===== config.mk =====
export PLATFORM = sky130hd
export DESIGN_NAME = fp64_integer_power_flat
export DESIGN_NICKNAME = d
export VERILOG_FILES = /design/src/fpi_pkg.sv /design/src/fpi_stream_if.sv /design/src/fpi_mul_div.sv /design/src/fp64_integer_power.sv /design/src/flat_wrapper.sv
export SDC_FILE = /design/constraint.sdc
export NUM_CORES = 2
export LEC_CHECK = 0
export BUFFER_PORTS_ARGS = -buffer_cell sky130_fd_sc_hd__buf_2
export CORE_ASPECT_RATIO = 1.25
export CORE_MARGIN = 5
export CORE_UTILIZATION = 35
export DETAILED_ROUTE_END_ITERATION = 8
export PLACE_DENSITY = 0.57
export SETUP_SLACK_MARGIN = 0.02
export SLEW_MARGIN = 20
export SYNTH_ARGS = -nofsm -noshare
export SYNTH_HDL_FRONTEND = slang
export SYNTH_SLANG_ARGS = --single-unit
export TNS_END_PERCENT = 5

===== constraint.sdc =====
create_clock -name clk -period 11 [get_ports clk]
set_input_delay 1.65 -clock clk [delete_from_list [all_inputs] [get_ports clk]]
set_output_delay 1.65 -clock clk [all_outputs]
set_load 0.005 [all_outputs]

===== src/fpi_pkg.sv =====
`timescale 1ns / 1ps
`default_nettype none

package fpi_pkg;

    // binary64 constants
    localparam logic [63:0] ONE_BITS     = 64'h3FF0_0000_0000_0000;
    localparam logic [63:0] QNAN_BITS    = 64'h7FF8_0000_0000_0000;
    localparam logic [63:0] DEF_NAN_BITS = 64'hFFF8_0000_0000_0000;
    localparam logic [63:0] QUIET_MASK   = 64'h0008_0000_0000_0000;

    // widths
    localparam int EXP_W  = 14;
    localparam int SIG_W  = 53;
    localparam int HALF_W = 27;

    // operation codes of the shared unit
    localparam logic OP_MUL = 1'b0;
    localparam logic OP_DIV = 1'b1;

    // request from the sequencer to the arithmetic unit
    typedef struct packed {
        logic start;
        logic op;
    } fpi_req_t;

endpackage

`default_nettype wire


===== src/fpi_stream_if.sv =====
`timescale 1ns / 1ps
`default_nettype none

// input channel: base and exponent
interface fpi_in_if;
    logic               valid;
    logic               ready;
    logic [63:0]        base_bits;
    logic signed [31:0] exponent;

    modport source (output valid, output base_bits, output exponent, input ready);
    modport sink (input valid, input base_bits, input exponent, output ready);
endinterface

// output channel: result
interface fpi_out_if;
    logic        valid;
    logic        ready;
    logic [63:0] result_bits;

    modport source (output valid, output result_bits, input ready);
    modport sink (input valid, input result_bits, output ready);
endinterface

`default_nettype wire


===== src/fpi_mul_div.sv =====
`timescale 1ns / 1ps
`default_nettype none

// iterative binary64 multiply / divide, round to nearest even
module fpi_mul_div (
    input  wire                clk,
    input  wire                rst_n,
    input  fpi_pkg::fpi_req_t  req,
    input  wire  [63:0]        a,
    input  wire  [63:0]        b,
    output logic               done,
    output logic [63:0]        result
);

    localparam logic [3:0] U_IDLE   = 4'd0;
    localparam logic [3:0] U_NORM   = 4'd1;
    localparam logic [3:0] U_MUL    = 4'd2;
    localparam logic [3:0] U_MALIGN = 4'd3;
    localparam logic [3:0] U_DSETUP = 4'd4;
    localparam logic [3:0] U_DIV    = 4'd5;
    localparam logic [3:0] U_DENORM = 4'd6;
    localparam logic [3:0] U_ROUND  = 4'd7;
    localparam logic [3:0] U_DONE   = 4'd8;

    localparam int EW = fpi_pkg::EXP_W;
    localparam int SW = fpi_pkg::SIG_W;
    localparam int HW = fpi_pkg::HALF_W;

    logic [3:0]             state_reg;
    logic                   op_reg;
    logic                   sgn_reg;
    logic signed [EW-1:0]   ea_reg;
    logic signed [EW-1:0]   eb_reg;
    logic [SW-1:0]          ma_reg;
    logic [SW-1:0]          mb_reg;
    logic [2*SW-1:0]        prod_reg;
    logic [2*HW-1:0]        pp_reg;
    logic [5:0]             cnt_reg;
    logic [SW:0]            rem_reg;
    logic [SW:0]            m_reg;
    logic signed [EW-1:0]   e_reg;
    logic                   sticky_reg;
    logic [63:0]            res_reg;

    // operand classification
    logic [10:0] xa;
    logic [10:0] xb;
    logic        a_nan;
    logic        b_nan;
    logic        a_inf;
    logic        b_inf;
    logic        a_zero;
    logic        b_zero;
    logic        sgn;

    assign xa     = a[62:52];
    assign xb     = b[62:52];
    assign a_nan  = (xa == 11'h7FF) && (a[51:0] != 52'd0);
    assign b_nan  = (xb == 11'h7FF) && (b[51:0] != 52'd0);
    assign a_inf  = (xa == 11'h7FF) && (a[51:0] == 52'd0);
    assign b_inf  = (xb == 11'h7FF) && (b[51:0] == 52'd0);
    assign a_zero = (a[62:0] == 63'd0);
    assign b_zero = (b[62:0] == 63'd0);
    assign sgn    = a[63] ^ b[63];

    // partial product operand select
    logic [HW-1:0] pa;
    logic [HW-1:0] pb;
    logic [2*SW-1:0] pp_shifted;

    always_comb
    begin
        pa = ma_reg[HW-1:0];
        pb = mb_reg[HW-1:0];
        case (cnt_reg[1:0])
            2'd0:
            begin
                pa = ma_reg[HW-1:0];
                pb = mb_reg[HW-1:0];
            end
            2'd1:
            begin
                pa = ma_reg[HW-1:0];
                pb = {1'b0, mb_reg[SW-1:HW]};
            end
            2'd2:
            begin
                pa = {1'b0, ma_reg[SW-1:HW]};
                pb = mb_reg[HW-1:0];
            end
            default:
            begin
                pa = {1'b0, ma_reg[SW-1:HW]};
                pb = {1'b0, mb_reg[SW-1:HW]};
            end
        endcase
    end

    // shift of the partial product taken in the previous cycle
    always_comb
    begin
        case (cnt_reg[2:0])
            3'd1:    pp_shifted = {{(2*SW-2*HW){1'b0}}, pp_reg};
            3'd2,
            3'd3:    pp_shifted = {{(2*SW-2*HW){1'b0}}, pp_reg} << HW;
            default: pp_shifted = {{(2*SW-2*HW){1'b0}}, pp_reg} << (2*HW);
        endcase
    end

    // rounding
    logic        inc;
    logic [SW:0] sum;
    logic signed [EW-1:0] fexp;

    assign inc = m_reg[0] & (sticky_reg | m_reg[1]);
    assign sum = {1'b0, m_reg[SW:1]} + {{SW{1'b0}}, inc};

    always_comb
    begin
        if (sum[SW])
            fexp = e_reg + EW'(1);
        else if (sum[SW-1])
            fexp = e_reg;
        else
            fexp = '0;
    end

    // divide step
    logic          ge;
    logic [SW:0]   rem_sub;

    assign ge      = rem_reg >= {1'b0, mb_reg};
    assign rem_sub = ge ? (rem_reg - {1'b0, mb_reg}) : rem_reg;

    always_ff @(posedge clk or negedge rst_n)
    begin
        if (!rst_n)
        begin
            state_reg <= U_IDLE;
        end
        else
        begin
            case (state_reg)
                U_IDLE:
                begin
                    if (req.start)
                    begin
                        op_reg  <= req.op;
                        sgn_reg <= sgn;
                        ea_reg  <= (xa == 11'd0) ? EW'(1) : EW'({3'b000, xa});
                        eb_reg  <= (xb == 11'd0) ? EW'(1) : EW'({3'b000, xb});
                        ma_reg  <= {xa != 11'd0, a[51:0]};
                        mb_reg  <= {xb != 11'd0, b[51:0]};
                        if (a_nan)
                        begin
                            res_reg   <= a | fpi_pkg::QUIET_MASK;
                            state_reg <= U_DONE;
                        end
                        else if (b_nan)
                        begin
                            res_reg   <= b | fpi_pkg::QUIET_MASK;
                            state_reg <= U_DONE;
                        end
                        else if (req.op == fpi_pkg::OP_MUL)
                        begin
                            if ((a_inf && b_zero) || (a_zero && b_inf))
                            begin
                                res_reg   <= fpi_pkg::DEF_NAN_BITS;
                                state_reg <= U_DONE;
                            end
                            else if (a_inf || b_inf)
                            begin
                                res_reg   <= {sgn, 11'h7FF, 52'd0};
                                state_reg <= U_DONE;
                            end
                            else if (a_zero || b_zero)
                            begin
                                res_reg   <= {sgn, 63'd0};
                                state_reg <= U_DONE;
                            end
                            else
                                state_reg <= U_NORM;
                        end
                        else
                        begin
                            if ((a_inf && b_inf) || (a_zero && b_zero))
                            begin
                                res_reg   <= fpi_pkg::DEF_NAN_BITS;
                                state_reg <= U_DONE;
                            end
                            else if (a_inf || b_zero)
                            begin
                                res_reg   <= {sgn, 11'h7FF, 52'd0};
                                state_reg <= U_DONE;
                            end
                            else if (a_zero || b_inf)
                            begin
                                res_reg   <= {sgn, 63'd0};
                                state_reg <= U_DONE;
                            end
                            else
                                state_reg <= U_NORM;
                        end
                    end
                end
                // normalize subnormal operands one bit a cycle
                U_NORM:
                begin
                    if (!ma_reg[SW-1])
                    begin
                        ma_reg <= ma_reg << 1;
                        ea_reg <= ea_reg - EW'(1);
                    end
                    else if (!mb_reg[SW-1])
                    begin
                        mb_reg <= mb_reg << 1;
                        eb_reg <= eb_reg - EW'(1);
                    end
                    else
                    begin
                        cnt_reg  <= '0;
                        prod_reg <= '0;
                        state_reg <= (op_reg == fpi_pkg::OP_MUL) ? U_MUL : U_DSETUP;
                    end
                end
                // four partial products, one per cycle, each accumulated in the next cycle
                U_MUL:
                begin
                    pp_reg <= pa * pb;
                    if (cnt_reg != 6'd0)
                        prod_reg <= prod_reg + pp_shifted;
                    cnt_reg <= cnt_reg + 6'd1;
                    if (cnt_reg == 6'd4)
                        state_reg <= U_MALIGN;
                end
                U_MALIGN:
                begin
                    if (prod_reg[2*SW-1])
                    begin
                        m_reg      <= prod_reg[2*SW-1:SW-1];
                        sticky_reg <= prod_reg[SW-2:0] != '0;
                        e_reg      <= ea_reg + eb_reg - EW'(1022);
                    end
                    else
                    begin
                        m_reg      <= prod_reg[2*SW-2:SW-2];
                        sticky_reg <= prod_reg[SW-3:0] != '0;
                        e_reg      <= ea_reg + eb_reg - EW'(1023);
                    end
                    state_reg <= U_DENORM;
                end
                U_DSETUP:
                begin
                    cnt_reg <= '0;
                    m_reg   <= '0;
                    if (ma_reg >= mb_reg)
                    begin
                        rem_reg <= {1'b0, ma_reg};
                        e_reg   <= ea_reg - eb_reg + EW'(1023);
                    end
                    else
                    begin
                        rem_reg <= {ma_reg, 1'b0};
                        e_reg   <= ea_reg - eb_reg + EW'(1022);
                    end
                    state_reg <= U_DIV;
                end
                // restoring division, one quotient bit a cycle
                U_DIV:
                begin
                    m_reg   <= {m_reg[SW-1:0], ge};
                    rem_reg <= {rem_sub[SW-1:0], 1'b0};
                    cnt_reg <= cnt_reg + 6'd1;
                    if (cnt_reg == 6'(SW))
                    begin
                        sticky_reg <= rem_sub != '0;
                        state_reg  <= U_DENORM;
                    end
                end
                // shift into the subnormal range one bit a cycle, or flush to a sticky zero when far below it
                U_DENORM:
                begin
                    if (e_reg < -EW'(60))
                    begin
                        m_reg      <= '0;
                        sticky_reg <= 1'b1;
                        e_reg      <= EW'(1);
                    end
                    else if (e_reg < EW'(1))
                    begin
                        m_reg      <= m_reg >> 1;
                        sticky_reg <= sticky_reg | m_reg[0];
                        e_reg      <= e_reg + EW'(1);
                    end
                    else
                    begin
                        state_reg <= U_ROUND;
                    end
                end
                U_ROUND:
                begin
                    if (fexp >= EW'(2047))
                        res_reg <= {sgn_reg, 11'h7FF, 52'd0};
                    else if (sum[SW])
                        res_reg <= {sgn_reg, fexp[10:0], 52'd0};
                    else
                        res_reg <= {sgn_reg, fexp[10:0], sum[SW-2:0]};
                    state_reg <= U_DONE;
                end
                U_DONE:
                begin
                    state_reg <= U_IDLE;
                end
                default:
                begin
                    state_reg <= U_IDLE;
                end
            endcase
        end
    end

    assign done   = (state_reg == U_DONE);
    assign result = res_reg;

endmodule

`default_nettype wire


===== src/fp64_integer_power.sv =====
`timescale 1ns / 1ps
`default_nettype none

// binary64 base raised to a signed 32-bit integer power
//
// in_ch carries base_bits and exponent, out_ch carries result_bits; both use
// valid/ready and a transaction moves when both are high. cfg_we writes
// cfg_wdata into the zero-to-zero register (1: 0^0 gives quiet NaN).
// One transaction is worked at a time: in_ch.ready is high only when the
// block is idle and no result waits on out_ch.
// With exponent zero the result is on out_ch in the cycle after the
// transaction is taken. Otherwise the work is square-and-multiply over the
// exponent bits on one shared iterative multiply/divide unit: each multiply
// or square normalizes subnormal operands, forms partial products, aligns,
// denormalizes and rounds, and finishes early when an operand is zero,
// infinite or NaN; a negative exponent with a nonzero base first takes the
// reciprocal by a divide. There are up to 61 multiplies and squares.
// The result stays on out_ch until taken; a stalled receiver simply holds
// the block. Reset clears the register to zero and returns to idle.
module fp64_integer_power (
    input  wire        clk,
    input  wire        rst_n,
    input  wire        cfg_we,
    input  wire        cfg_wdata,
    fpi_in_if.sink     in_ch,
    fpi_out_if.source  out_ch
);

    localparam logic [2:0] S_IDLE  = 3'd0;
    localparam logic [2:0] S_RECIP = 3'd1;
    localparam logic [2:0] S_CHECK = 3'd2;
    localparam logic [2:0] S_MACC  = 3'd3;
    localparam logic [2:0] S_SQ    = 3'd4;
    localparam logic [2:0] S_OUT   = 3'd5;

    logic [2:0]        state_reg;
    logic              z2z_nan_reg;
    logic [31:0]       e_reg;
    logic [63:0]       acc_reg;
    logic [63:0]       run_reg;
    logic [63:0]       res_reg;
    logic [63:0]       op_a_reg;
    logic [63:0]       op_b_reg;
    fpi_pkg::fpi_req_t req_reg;

    logic        unit_done;
    logic [63:0] unit_result;

    fpi_mul_div u_unit (
        .clk    (clk),
        .rst_n  (rst_n),
        .req    (req_reg),
        .a      (op_a_reg),
        .b      (op_b_reg),
        .done   (unit_done),
        .result (unit_result)
    );

    // input classification
    logic [63:0] bb;
    logic [31:0] ex;
    logic        b_zero;
    logic        b_nan;
    logic [31:0] e_shr;
    logic        issue;

    assign bb     = in_ch.base_bits;
    assign ex     = in_ch.exponent;
    assign b_zero = (bb[62:0] == 63'd0);
    assign b_nan  = (bb[62:52] == 11'h7FF) && (bb[51:0] != 52'd0);
    assign e_shr  = e_reg >> 1;

    // start of a unit operation in the next cycle
    assign issue = ((state_reg == S_IDLE) && in_ch.valid && (ex != 32'd0)
                        && ex[31] && !b_zero)
                || ((state_reg == S_CHECK) && (e_reg[0] || (e_shr != 32'd0)))
                || ((state_reg == S_MACC) && unit_done && (e_shr != 32'd0));

    // configuration register
    always_ff @(posedge clk or negedge rst_n)
    begin
        if (!rst_n)
            z2z_nan_reg <= 1'b0;
        else if (cfg_we)
            z2z_nan_reg <= cfg_wdata;
    end

    // square-and-multiply sequencer
    always_ff @(posedge clk or negedge rst_n)
    begin
        if (!rst_n)
        begin
            state_reg <= S_IDLE;
            req_reg   <= '0;
        end
        else
        begin
            req_reg.start <= issue;
            case (state_reg)
                S_IDLE:
                begin
                    if (in_ch.valid)
                    begin
                        acc_reg <= fpi_pkg::ONE_BITS;
                        run_reg <= bb;
                        e_reg   <= ex;
                        if (ex == 32'd0)
                        begin
                            if (b_zero)
                                res_reg <= z2z_nan_reg ? fpi_pkg::QNAN_BITS
                                                       : fpi_pkg::ONE_BITS;
                            else if (b_nan)
                                res_reg <= bb;
                            else
                                res_reg <= fpi_pkg::ONE_BITS;
                            state_reg <= S_OUT;
                        end
                        else if (ex[31] && !b_zero)
                        begin
                            op_a_reg   <= fpi_pkg::ONE_BITS;
                            op_b_reg   <= bb;
                            req_reg.op <= fpi_pkg::OP_DIV;
                            state_reg  <= S_RECIP;
                        end
                        else
                        begin
                            state_reg <= S_CHECK;
                        end
                    end
                end
                S_RECIP:
                begin
                    if (unit_done)
                    begin
                        run_reg   <= unit_result;
                        e_reg     <= 32'd0 - e_reg;
                        state_reg <= S_CHECK;
                    end
                end
                S_CHECK:
                begin
                    if (e_reg[0])
                    begin
                        op_a_reg      <= acc_reg;
                        op_b_reg      <= run_reg;
                        req_reg.op    <= fpi_pkg::OP_MUL;
                        state_reg     <= S_MACC;
                    end
                    else
                    begin
                        e_reg <= e_shr;
                        if (e_shr != 32'd0)
                        begin
                            op_a_reg      <= run_reg;
                            op_b_reg      <= run_reg;
                            req_reg.op    <= fpi_pkg::OP_MUL;
                            state_reg     <= S_SQ;
                        end
                        else
                        begin
                            res_reg   <= acc_reg;
                            state_reg <= S_OUT;
                        end
                    end
                end
                S_MACC:
                begin
                    if (unit_done)
                    begin
                        acc_reg <= unit_result;
                        e_reg   <= e_shr;
                        if (e_shr != 32'd0)
                        begin
                            op_a_reg      <= run_reg;
                            op_b_reg      <= run_reg;
                            req_reg.op    <= fpi_pkg::OP_MUL;
                            state_reg     <= S_SQ;
                        end
                        else
                        begin
                            res_reg   <= unit_result;
                            state_reg <= S_OUT;
                        end
                    end
                end
                S_SQ:
                begin
                    if (unit_done)
                    begin
                        run_reg   <= unit_result;
                        state_reg <= S_CHECK;
                    end
                end
                S_OUT:
                begin
                    if (out_ch.ready)
                        state_reg <= S_IDLE;
                end
                default:
                begin
                    state_reg <= S_IDLE;
                end
            endcase
        end
    end

    assign in_ch.ready        = (state_reg == S_IDLE);
    assign out_ch.valid       = (state_reg == S_OUT);
    assign out_ch.result_bits = res_reg;

endmodule

`default_nettype wire


===== src/flat_wrapper.sv =====
// flat-port wrapper written by rule: the top's interface ports become plain ports
module fp64_integer_power_flat 
  (clk, rst_n, cfg_we, cfg_wdata, in_ch_valid, in_ch_base_bits, in_ch_exponent, in_ch_ready, out_ch_valid, out_ch_result_bits, out_ch_ready);
  fpi_in_if in_ch_i ();
  fpi_out_if out_ch_i ();
  input  wire clk;
  input  wire rst_n;
  input  wire cfg_we;
  input  wire cfg_wdata;
  input wire logic [$bits(in_ch_i.valid)-1:0] in_ch_valid;
  input wire logic [$bits(in_ch_i.base_bits)-1:0] in_ch_base_bits;
  input wire logic [$bits(in_ch_i.exponent)-1:0] in_ch_exponent;
  output wire logic [$bits(in_ch_i.ready)-1:0] in_ch_ready;
  output wire logic [$bits(out_ch_i.valid)-1:0] out_ch_valid;
  output wire logic [$bits(out_ch_i.result_bits)-1:0] out_ch_result_bits;
  input wire logic [$bits(out_ch_i.ready)-1:0] out_ch_ready;
  assign in_ch_i.valid = in_ch_valid;
  assign in_ch_i.base_bits = in_ch_base_bits;
  assign in_ch_i.exponent = in_ch_exponent;
  assign in_ch_ready = in_ch_i.ready;
  assign out_ch_valid = out_ch_i.valid;
  assign out_ch_result_bits = out_ch_i.result_bits;
  assign out_ch_i.ready = out_ch_ready;
  fp64_integer_power u_core (.clk(clk), .rst_n(rst_n), .cfg_we(cfg_we), .cfg_wdata(cfg_wdata), .in_ch(in_ch_i), .out_ch(out_ch_i));
endmodule

==> results.yml <==
logic_synthesis:
  seq_area_frac_synth_pct: 32.10
  synth.largest_area_cell: "edfxtp_1"
  ys_top_cells_by_area: "edfxtp_1 (32%), fa_1 (16%), ha_1 (7.0%), nand2_1 (5.4%), inv_1 (4.3%)"
  syn_area_sq_um: 79450
  ys.flop_type: "edfxtp_1"
  synth.top_cell.area_share_pct: 31.79
  syn_nets: 9615
  yosysMostFrequentCell: "nand2_1"
  yosysWarnings: 0
  synth_seq_cells: 851
  synth_edf_count: 841
  synth_cells: 8439
  synth_common_cells: "nand2_1 (1137), inv_1 (912), edfxtp_1 (841)"
  syn-mean-instance-area_sq_um: 9.415
  async_reset_ff_share_pct: 1.175
  ys_types: 93
cells_and_area:
  area_growth_syn_to_layout_pct: 9.411
  final_nets: 9553
  fin_util_pct: 38.48
  drive_above_1_share_pct: 8.488
  largest_reg_flops: 106
global_routing:
  busiest_layer: "met2"
  grt_usage_pct: 25.28
  use_met1_pct: 30.75
  grt_overflow: 0
  grt_pass1_wl_mm: 450.7
  grt_max_degree: 98
  use_met2_pct: 42.58
  grt_pass1_vias: 67180
  antenna_found_initial: 7
  gr-usage-met3_pct: 4.199
timing:
  fin_crit_sh_pct: 94.58
  layout_min_cycle_time_ns: 10.40
  tns_ns: 0
  worstMarginPinSlew_ns: 1.151
  fmax_mhz: 96.12
  slew_headroom_pct: 22.60
  report.final.slew_viol_count: 0
  final_hold_viol_count: 0
  rsz0062_at_grt: "no"
  setup_viol: 0
  skew_ns: 0.1015
setup_path:
  critPathKind: "reg -> reg"
  crit_path_frequent_cell: "fa_1"
  cp.arrival_ns: 10.87
  cp-end-kind: "register"
  critPathRequiredTime_ns: 11.46
  worst-r2r-cell-count: 30
  cp_max_fo: 42
  cp-start-kind: "register"
  r2r_end: "u_core.u_unit.pp_reg[50]$_DFFE_PP_"
  critical_path.slowest_cell: "edfxtp_1"
  cpPeakStageDelay_ns: 0.80
  r2r_setup_slack_ns: 0.60
  timing.rr.start: "u_core.u_unit.cnt_reg[1]$_SDFFCE_PN0P_"
floorplan:
  rows: 195
  die_width_microns: 436.2
  dieArea_sq_um: 236700
  initial_core_util_pct: 35.17
  die_y_microns: 542.7
  ios: 168
  fp.coreArea_sq_um: 225900
clock_tree:
  cts_buffers: 95
  clock_path_buffers: 3
  post_cts_buffers: 0
  cts_hold_buf: 0
  clock_sinks: 851
  cts.clk_slew.worst_paths_ns: 0.07
  cts_tree: "built"
  cts-root-buf: "clkbuf_16"
  h-tree-depth: 3
  clk_latency_ns: 0.76
  cts-resized-gates: 0
detailed_routing:
  wl_per_cell_microns: 26.93
  drc: 0
  viasPerCell: 5.812
  ant_nets: 0
  postRouteWirelength_mm: 307.5
  drtIter0Drc: 6405
  vias: 66360
  firstDrtPassIters: 7
min_path:
  min_path_cells: 2
  hp-class: "reg -> reg"
  holdPathEnd: "u_core.u_unit.result[63]$_DFFE_PP_"
  holdCritStartpoint: "u_core.u_unit.sgn_reg$_DFFE_PP_"
run_status:
  status: "finished, final reports clean"
job:
  max_cap_violations: 0
place:
  gp_congestion: 0.9837
  detailed_place_hpwl_mm: 233.2
  portBuffers: 167
-- worst max-delay path: cells and delay by family, from the launching register on --
family | cells | cell delay, ns
muxes | 1 | 0.76
xor gates and xnor gates | 1 | 0.09
and+or+nand+nor | 6 | 1.40
adders and majority gates | 9 | 4.26
buffers and inverters | 7 | 1.05
AOI/OAI and AO/OA | 6 | 1.71
DFF | 1 | 0.80
-- placed cells by master, fill, tap and decap left out, types with 55 or more instances in the layout --
master / instances
a21o_1: 133
nand4_1: 109
a21oi_1: 341
clkbuf_16: 97
xnor2_1: 198
a22oi_1: 145
xor2_1: 153
buf_2: 167
nand3b_1: 56
mux2_2: 125
o22ai_1: 115
nor3_1: 89
fa_1: 628
buf_4: 140
and3_1: 97
and2_1: 88
o21ai_0: 376
a211oi_1: 97
nand2_1: 1132
ha_1: 446
a22o_1: 55
nor2_1: 671
nor4_1: 105
nand3_1: 99
inv_1: 912
mux2i_1: 304
edfxtp_1: 841
o31ai_1: 74
-- cell type report --
class | count | area (sq um)
Antenna cell | 4 | 10.01
Clock buffer | 109 | 2492
Clock inverter | 70 | 793.3
Fill cell | 22500 | 139000
Inverter | 912 | 3423
Multi-Input combinational cell | 6209 | 49100
Sequential cell | 851 | 25510
Tap cell | 2955 | 3697
Timing Repair Buffer | 308 | 1907
-- per-stage QoR --
step           worst slack [ns]  instance area [sq um]  cells  hold WS [ns]
3_5_place_dp             0.8329                  83630  11240        0.5089
5_1_grt                 0.07757                  86920  11420        0.5857
6_report                 0.5962                  86930  11420        0.5205
3_3_place_gp             0.9535                  83610  11240        0.5108
4_1_cts                  0.7383                  86910  11410        0.5229
2_1_floorplan             1.977                  79450   8439        0.4805
-- metal layers --
metal	wire length [microns]	vias up	part of all wire, %
met4	21420	2	7.0
met5	12	-	0.0039
met3	23370	788	7.6
met1	117100	33320	38
met2	145600	3047	47
li1	-	29210	-
-- worst max-delay path by stage --
stage	from	end	slack (ns)	cells past startpoint
4_1_cts	u_core.u_unit.cnt_reg[1]$_SDFFCE_PN0P_	u_core.u_unit.pp_reg[49]$_DFFE_PP_	0.74	31
5_1_grt	u_core.u_unit.cnt_reg[1]$_SDFFCE_PN0P_	u_core.u_unit.pp_reg[49]$_DFFE_PP_	0.08	32
6_report	u_core.u_unit.cnt_reg[1]$_SDFFCE_PN0P_	u_core.u_unit.pp_reg[50]$_DFFE_PP_	0.60	30
3_3_place_gp	u_core.u_unit.cnt_reg[1]$_SDFFCE_PN0P_	u_core.u_unit.pp_reg[50]$_DFFE_PP_	0.95	30
2_1_floorplan	u_core.u_unit.cnt_reg[0]$_SDFFCE_PN0P_	u_core.u_unit.pp_reg[50]$_DFFE_PP_	1.98	33
3_5_place_dp	u_core.u_unit.cnt_reg[1]$_SDFFCE_PN0P_	u_core.u_unit.pp_reg[50]$_DFFE_PP_	0.83	30
-- cell families (layout without fill, tap and decap cells) --
group           after synthesis  in the layout  synth area share [%]
flops                       851            851                 32.10
buf+inv                    1379           1399                 6.580
xor+xnor                    352            352                 3.898
mux                         446            446                 5.816
other cells                   0              4                     0
simple gates               2678           2678                 15.35
compound gates             1659           1659                 13.41
fa+ha+maj                  1074           1074                 22.85
Power is left out: the tool's default activity adds up to more than one toggle a clock period on the data nets, which glitch-free logic cannot reach.
